<file path="config.mk">
export PLATFORM = sky130hd
export DESIGN_NAME = dmc_ctrl
export DESIGN_NICKNAME = d
export VERILOG_FILES = /design/src/hdl/dmc_pkg.sv /design/src/hdl/dmc_ctrl.sv
export SDC_FILE = /design/constraint.sdc
export NUM_CORES = 1
export LEC_CHECK = 0
export ABC_AREA = 0
export BUFFER_PORTS_ARGS = -buffer_cell sky130_fd_sc_hd__buf_4
export CAP_MARGIN = 20
export CORE_AREA = 4 4 41 43
export CTS_CLUSTER_SIZE = 28
export DETAILED_ROUTE_END_ITERATION = 7
export DIE_AREA = 0 0 45 47
export GPL_TIMING_DRIVEN = 0
export HOLD_SLACK_MARGIN = 0.15
export PLACE_DENSITY = 0.41
export SLEW_MARGIN = 20
export SYNTH_ARGS = -nofsm -noshare
export SYNTH_HDL_FRONTEND = slang
export SYNTH_SLANG_ARGS = --single-unit
</file>
<file path="constraint.sdc">
create_clock -name clk -period 1.1 [get_ports clk]
set_input_delay 0.055 -clock clk [delete_from_list [all_inputs] [get_ports clk]]
set_output_delay 0.055 -clock clk [all_outputs]
set_load 0.03 [all_outputs]
</file>
<file path="src/hdl/dmc_pkg.sv">
// Shared constants and control/status types for the direct-mapped cache.
// Used by the controller, the datapath and the top level; depends on nothing.
package dmc_pkg;

	localparam int NUM_LINES    = 4;
	localparam int BLOCK_BYTES  = 8;
	localparam int MEMORY_BYTES = 1024;

	localparam int ADDR_W  = 10;
	localparam int BYTE_W  = 8;
	localparam int CNT_W   = 32;
	localparam int OFF_W   = $clog2(BLOCK_BYTES);
	localparam int LINE_W  = $clog2(NUM_LINES);
	localparam int TAG_W   = ADDR_W - OFF_W - LINE_W;
	localparam int MEM_AW  = $clog2(MEMORY_BYTES);
	localparam int LRAM_AW = LINE_W + OFF_W;

	localparam int IN_TDATA_W  = 24;
	localparam int OUT_TDATA_W = BYTE_W + 2 * CNT_W;

	localparam logic [BYTE_W-1:0] PENALTY_RESET = BYTE_W'(10);
	localparam logic [CNT_W-1:0]  CNT_MAX       = {CNT_W{1'b1}};

	localparam logic MODE_LOAD = 1'b0;

	typedef struct packed {
		logic accept;
		logic lookup;
		logic fill_step;
		logic publish;
	} dmc_cmd_t;

	typedef struct packed {
		logic hit;
		logic fill_last;
		logic out_free;
	} dmc_sts_t;

endpackage

</file>
<file path="src/hdl/dmc_ctrl.sv">
// Sequencer for the cache: accept, tag lookup, block fill, result hand-off.
// Depends on dmc_pkg.
module dmc_ctrl
	import dmc_pkg::*;
(
	input  logic     clk,
	input  logic     arst_n,
	input  logic     s_axis_tvalid,
	output logic     s_axis_tready,
	input  logic     s_axis_tuser,
	input  dmc_sts_t sts,
	output dmc_cmd_t cmd
);

	typedef enum logic [2:0] {
		ST_IDLE,
		ST_LOOKUP,
		ST_FILL,
		ST_DRAIN,
		ST_DONE
	} state_t;

	state_t state_q;
	logic   ready_q;
	logic   accept;

	assign accept        = s_axis_tvalid & ready_q;
	assign s_axis_tready = ready_q;

	always_comb begin
		cmd           = '0;
		cmd.accept    = accept;
		cmd.lookup    = (state_q == ST_LOOKUP);
		cmd.fill_step = (state_q == ST_FILL);
		cmd.publish   = (state_q == ST_DONE) & sts.out_free;
	end

	always_ff @(posedge clk or negedge arst_n) begin
		if (!arst_n) begin
			state_q <= ST_IDLE;
			ready_q <= 1'b0;
		end else begin
			case (state_q)
				ST_IDLE: begin
					if (accept) begin
						ready_q <= 1'b0;
						state_q <= (s_axis_tuser == MODE_LOAD) ? ST_DONE : ST_LOOKUP;
					end else begin
						ready_q <= 1'b1;
					end
				end
				ST_LOOKUP: begin
					state_q <= sts.hit ? ST_DONE : ST_FILL;
				end
				ST_FILL: begin
					if (sts.fill_last) begin
						state_q <= ST_DRAIN;
					end
				end
				ST_DRAIN: begin
					state_q <= ST_DONE;
				end
				ST_DONE: begin
					if (sts.out_free) begin
						ready_q <= 1'b1;
						state_q <= ST_IDLE;
					end
				end
				default: begin
					state_q <= ST_IDLE;
					ready_q <= 1'b0;
				end
			endcase
		end
	end

endmodule

</file>
==> metrics.txt, run 1 <==
clock buffer depth 2; Core Util, Final 0.396; vias 287; Hold Startpoint sts[0]; CP startpoint kind register; sequential area share after synthesis 0.406; HP Class input port to register; power consumption 0.00119 W; worst reg2reg path depth 2; Fill cells 136; combinational share of power 0.613; maximum clock frequency 0.881 GHz; die footprint 2120 µm²; Setup CP Type register to output port; Clk pwr share 0.146; number of global-route vias before repair 301; 1st-pass router iterations 2; WP data required 1.04 ns; R2R Setup Slk 0 ns; first-pass GRT wire length 1120 µm; area of the multi-input gates 160 µm²; initial core utilization 0.189; I/O pin cnt 12; clock slew at reported path FFs 0.03 ns; 1st-iter DRT viols 2; GRT overflow 0; Min-Delay Endpoint state_q[2]; Max Slew Vio Count 0; fin nets 64; syn nets 37; share of the synthesized area in the top cell type 0.406; Post-Layout Cell Count 70; Peak VDD IR 893 µV; static leakage 0.232 nW; Syn Area/Cell 8.22 µm²; share of cells above drive strength 1 0.618; maximum net fanout on the critical path 7; Worst Hold Depth 4; H-Tree Depth 1; Max-slew headroom 0.841; clock tree sinks 4; num rows 13; Placed Area 358 µm²; WL final 702 µm; cell taking the most area after synthesis dfrtp_1; Global Route Usage Sum 0.0753; Clk Latency, worst-skew pair 0.23 ns; sequential share of power 0.240; fin crit share 1.03; Reg area 103 µm²; Synth-to-Final Area Change 109%; Detail Route Antenna Nets 0; largest net degree at the start of global routing 8; pwr dens 2320 nW/µm²; final setup vio count 3; Synth Instances 30; status complete, but fails checks; antenna violations before repair 0; Worst Skew 0.000105 ns; sw power 0.000473 W; worst slew pin tran 0.236 ns; Clock Tree Root clkbuf_4; Die X 45 µm; Syn Std Cell Area 246 µm²; HPWL Detailed 481 µm; internal power 0.000721 W; routed len/inst 10.0 µm; number of diodes 0; Sum Neg Setup Slack -0.0609 ns; Num CTS Buffers 3; Remaining DRCs 0; maxcap violations 0; number of synthesized register bits 4; core area 1300 µm²; top cells by area, synth dfrtp_1 41%, nor3_1 6.1%, nor2_1 6.1%, and2_1 5.1%, nand2b_1 5.1%; sw frac 0.396; setup ws final -0.0345 ns; Crit. End Element output port; placed instance count 56; port bufs 11; failing checks setup timing; setup repair after global routing missed its margin yes; reg2reg start state_q[2]; RePlAce Congestion 0.641; CTS tree done; via-per-instance ratio 4.10; worst path arrival time 1.08 ns; Final Hold Viols 0; fin area 515 µm²; r2r endpoint state_q[2]; Synth cell types 19; Die Ht 47 µm; Synth Warn # 0; Final Critical Period 1.13 ns
cell families after synthesis:
group | count (synthesis) | synth area share
AOI/OAI and AO/OA | 5 | 0.142
buffers and inverters | 3 | 0.0660
DFF | 4 | 0.406
and+or+nand+nor | 18 | 0.386
layer usage:
metal	vias up	track usage	routed length [µm]	share of wire
met1	126	0.0713	271	0.39
met3	0	0.0115	37	0.053
met2	6	0.138	392	0.56
met4	0	0.0702	0	0
li1	155	-	-	-
met5	-	0	0	0
metrics by stage:
step	worst slack (ns)	hold WS, ns
2_1_floorplan	0.0158	-0.241
3_3_place_gp	-0.0842	-0.148
3_5_place_dp	-0.104	-0.148
4_1_cts	-0.0504	0.141
5_1_grt	-0.0690	0.160
6_report	-0.0345	0.141
layout by cell type (no fill, tap or decap):
cell type | synthesis | layout
a21boi_2 | 0 | 1
a21oi_1 | 1 | 1
a221oi_2 | 0 | 1
a32oi_1 | 1 | 1
and2_4 | 0 | 2
buf_4 | 1 | 15
buf_6 | 0 | 4
clkbuf_4 | 0 | 3
dfrtp_1 | 4 | 2
dfrtp_2 | 0 | 2
dlygate4sd3_1 | 0 | 5
inv_2 | 1 | 1
nand2_1 | 2 | 1
nand2_2 | 0 | 1
nand2b_1 | 2 | 2
nand3_1 | 1 | 1
nand3b_1 | 1 | 1
nor2_1 | 4 | 3
nor2_2 | 1 | 2
nor3_1 | 3 | 1
nor3_2 | 0 | 2
nor3b_1 | 1 | 1
o21ai_1 | 1 | 1
or3_1 | 1 | 1
cell type report:
type | count | share of cell area
Buffer | 2 | 0.0437
Clock buffer | 3 | 0.0437
Inverter | 1 | 0.00728
Multi-Input combinational cell | 23 | 0.311
Sequential cell | 4 | 0.199
Tap cell | 15 | 0.0364
Timing Repair Buffer | 22 | 0.359
Yosys cell counts:
cell and instances:
dfrtp_1 4, a21oi_1 1, nor3_1 3, and2_1 2, a221oi_1 1, nand2b_1 2
nor2_1 4, a21boi_0 1, buf_2 1, nand3b_1 1, nand3_1 1, inv_2 1
nand2_1 2, nor2_2 1, a32oi_1 1, buf_4 1, or3_1 1, nor3b_1 1
o21ai_1 1
repair_timing:
item / in CTS / in global routing
resized for setup: 12 / 2
buffers inserted: 5 / 1
endpoints found under the hold margin: 7 / 0
hold buffers: 5 / 0
pin swaps: 5 / 4
endpoints found under the setup margin: 6 / 7
critical path, stage by stage, from the launching register on:
cell	delay, ns
dfrtp_2	0.42
nand2_2	0.08
nor3_2	0.17
buf_4	0.18
sequential cells by signal, indices dropped and copies added (netlist names):
register and cells:
s_axis_tready 1, state_q 3
worst max-delay path by stage:
stage | startpoint | to | slack (ns) | cells after the start
finish | state_q[2] | cmd[0] | -0.03 | 3
global route | state_q[2] | cmd[1] | -0.07 | 3
CTS | state_q[2] | cmd[0] | -0.05 | 3
detailed placement | state_q[1] | s_axis_tready | -0.10 | 4
global placement | state_q[1] | s_axis_tready | -0.08 | 4
floorplan | state_q[1] | s_axis_tready | 0.02 | 4
power by group through the flow:
stage / registers, W / logic [W] / clock network (W)
5_1_grt: 0.000297 / 0.000794 / 0.000195
2_1_floorplan: 0.000300 / 0.000320 / 0
3_5_place_dp: 0.000282 / 0.000503 / 0
4_1_cts: 0.000285 / 0.000704 / 0.000190
6_report: 0.000287 / 0.000733 / 0.000175
3_3_place_gp: 0.000284 / 0.000496 / 0
(Power assumes the default switching activity.)
==> inputs of run 2 (changes only) <==
--- a/config.mk
+++ b/config.mk
@@ -15,6 +15,7 @@
 export GPL_TIMING_DRIVEN = 0
 export HOLD_SLACK_MARGIN = 0.15
 export PLACE_DENSITY = 0.41
+export SETUP_SLACK_MARGIN = 0.02
 export SLEW_MARGIN = 20
 export SYNTH_ARGS = -nofsm -noshare
 export SYNTH_HDL_FRONTEND = slang
==> run 2 against run 1 <==
  * The run still ends with setup timing left
  * Worst setup slack stayed put
  * Critical endpoint unchanged
  * Largest power group unchanged
  * Global-route usage unchanged
  * Routed wire length decreased by 0.14%
  * Final area up 0.73%
  * Utilization rose by 0.29 points
  * Sequential power barely moved
  * First-iteration DRC count is the same
==> metrics.txt, run 2 (synthesis gave the netlist of run 1 again) <==
Top reg by flops state_q (unchanged); GRT overflow 0 (unchanged); Global Route Usage Sum 0.0753 (unchanged); slowest cell delay on critical path 0.42 ns (about the same); routed len/inst 10.0 µm (about the same); Critical-path top delay cell dfrtp_2 (unchanged); Die X 45 µm (unchanged); maximum net fanout on the critical path 7 (unchanged); status complete, but fails checks (unchanged); CTS tree done (unchanged); Sum Neg Setup Slack -0.0614 ns (was -0.0609 ns); via-per-instance ratio 4.10 (unchanged); failing checks setup timing (unchanged); Final Hold Viols 0 (unchanged); clock tree sinks 4 (unchanged); Synth-to-Final Area Change 111% (was 109%); clock slew at reported path FFs 0.03 ns (about the same); fin crit share 1.03 (unchanged); Clock Tree Root clkbuf_4 (unchanged); Worst Skew 0.000105 ns (unchanged); WP data required 1.04 ns (about the same); Final Critical Period 1.13 ns (unchanged); HPWL Detailed 481 µm (unchanged); final setup vio count 4 (was 3); Fill cells 137 (was 136); initial core utilization 0.189 (unchanged); CP startpoint kind register (unchanged); first-pass GRT wire length 1120 µm (unchanged); H-Tree Depth 1 (unchanged); core area 1300 µm² (unchanged); Core Util, Final 0.399 (was 0.396); I/O pin cnt 12 (unchanged); largest net degree at the start of global routing 8 (unchanged); maxcap violations 0 (unchanged); worst path arrival time 1.08 ns (about the same); fin nets 64 (unchanged); Crit. End Element output port (unchanged); setup repair after global routing missed its margin yes (unchanged); HP Class input port to register (unchanged); Num CTS Buffers 3 (unchanged); RePlAce Congestion 0.641 (unchanged); most common cell after layout, fill and taps aside buf_4 (unchanged); vias 287 (unchanged); die footprint 2120 µm² (unchanged); pwr dens 2310 nW/µm² (was 2320 nW/µm²); setup ws final -0.0345 ns (unchanged); maximum clock frequency 0.881 GHz (unchanged); Remaining DRCs 0 (unchanged); 1st-pass router iterations 2 (unchanged); Detail Route Antenna Nets 0 (unchanged); power consumption 0.00120 W (was 0.00119 W); most frequent cells in the layout 14 x buf_4, 5 x buf_6, 5 x dlygate4sd3_1 (was 15 x buf_4, 5 x dlygate4sd3_1, 4 x buf_6); Clk Latency, worst-skew pair 0.23 ns (about the same); num rows 13 (unchanged); crit-path cells nand2_2 -> nor3_2 -> buf_4 (unchanged); number of global-route vias before repair 301 (unchanged); antenna violations before repair 0 (unchanged); 1st-iter DRT viols 2 (unchanged); Setup CP Type register to output port (unchanged); Peak VDD IR 893 µV (about the same); port bufs 11 (unchanged); WHS 0.141 ns (about the same); worst slew pin tran 0.236 ns (unchanged); static leakage 0.233 nW (was 0.232 nW); max reg flops 3 (unchanged); Die Ht 47 µm (unchanged); WL final 701 µm (was 702 µm); clock buffer depth 2 (unchanged); number of diodes 0 (unchanged); Max-slew headroom 0.841 (unchanged); share of cells above drive strength 1 0.618 (unchanged); Max Slew Vio Count 0 (unchanged)
run 2: cell counts in the layout (fill, tap and decap cells not counted):
No cell type changed its count.
run 2: layout make-up:
class	count	area, µm²	share of cell area
plain buffers	2	22.5	0.0434
clock buffers	3	22.5	0.0434
inverters	1	3.75	0.00723
multi-input cells	23	160	0.308
flip-flops and latches	4	103	0.198
well taps	15	18.8	0.0361
repair buffers	22	189	0.364
run 2: final timing paths:
check,startpoint,endpoint,slack (ns),depth (start not counted)
max in group asynchronous,arst_n,state_q[2],0.20,3
worst min register to register,state_q[2],state_q[1],0.53,1
worst max-delay path,state_q[2],cmd[0],-0.03,3
worst min-delay path,sts[0],state_q[2],0.14,4
worst max register to register,state_q[1],s_axis_tready,0,4
min in group asynchronous,arst_n,state_q[1],0.72,3
run 2: through the flow:
step | instance area [µm²] | setup WS [ns] | cells
3_5_place_dp | 358 | -0.104 | 56
2_1_floorplan | 256 | 0.0158 | 30
3_3_place_gp | 358 | -0.0842 | 56
6_report | 519 | -0.0345 | 70
4_1_cts | 500 | -0.0504 | 69
5_1_grt | 519 | -0.0690 | 70
run 2: metal layers:
metal  global-route usage  routed length, µm  share of wire  vias to the layer above
li1                     -                  -              -                      155
met1               0.0713                270           0.39                      126
met2                0.138                392           0.56                        6
met3               0.0115                 37          0.053                        0
met4               0.0702                  0              0                        0
met5                    0                  0              0                        -
run 2: where the power goes:
group          internal (W)  leakage [nW]  switching (W)
combinational      0.000394         0.171       0.000344
clock              0.000122        0.0138      0.0000533
sequential         0.000210        0.0477      0.0000775
total              0.000726         0.233       0.000474
run 2: repair_timing:
item                       CTS  global route
hold buffers                 5             0
setup buffers                5             1
gates resized for setup     12             3
pin swaps                    5             4
setup endpoints to repair    6             7
hold endpoints to repair     7             0
run 2: worst max-delay path: cells and delay by family, from the launching register on:
kind / cells / cell delay, ns
flops: 1 / 0.42
simple gates: 2 / 0.25
buf+inv: 1 / 0.18
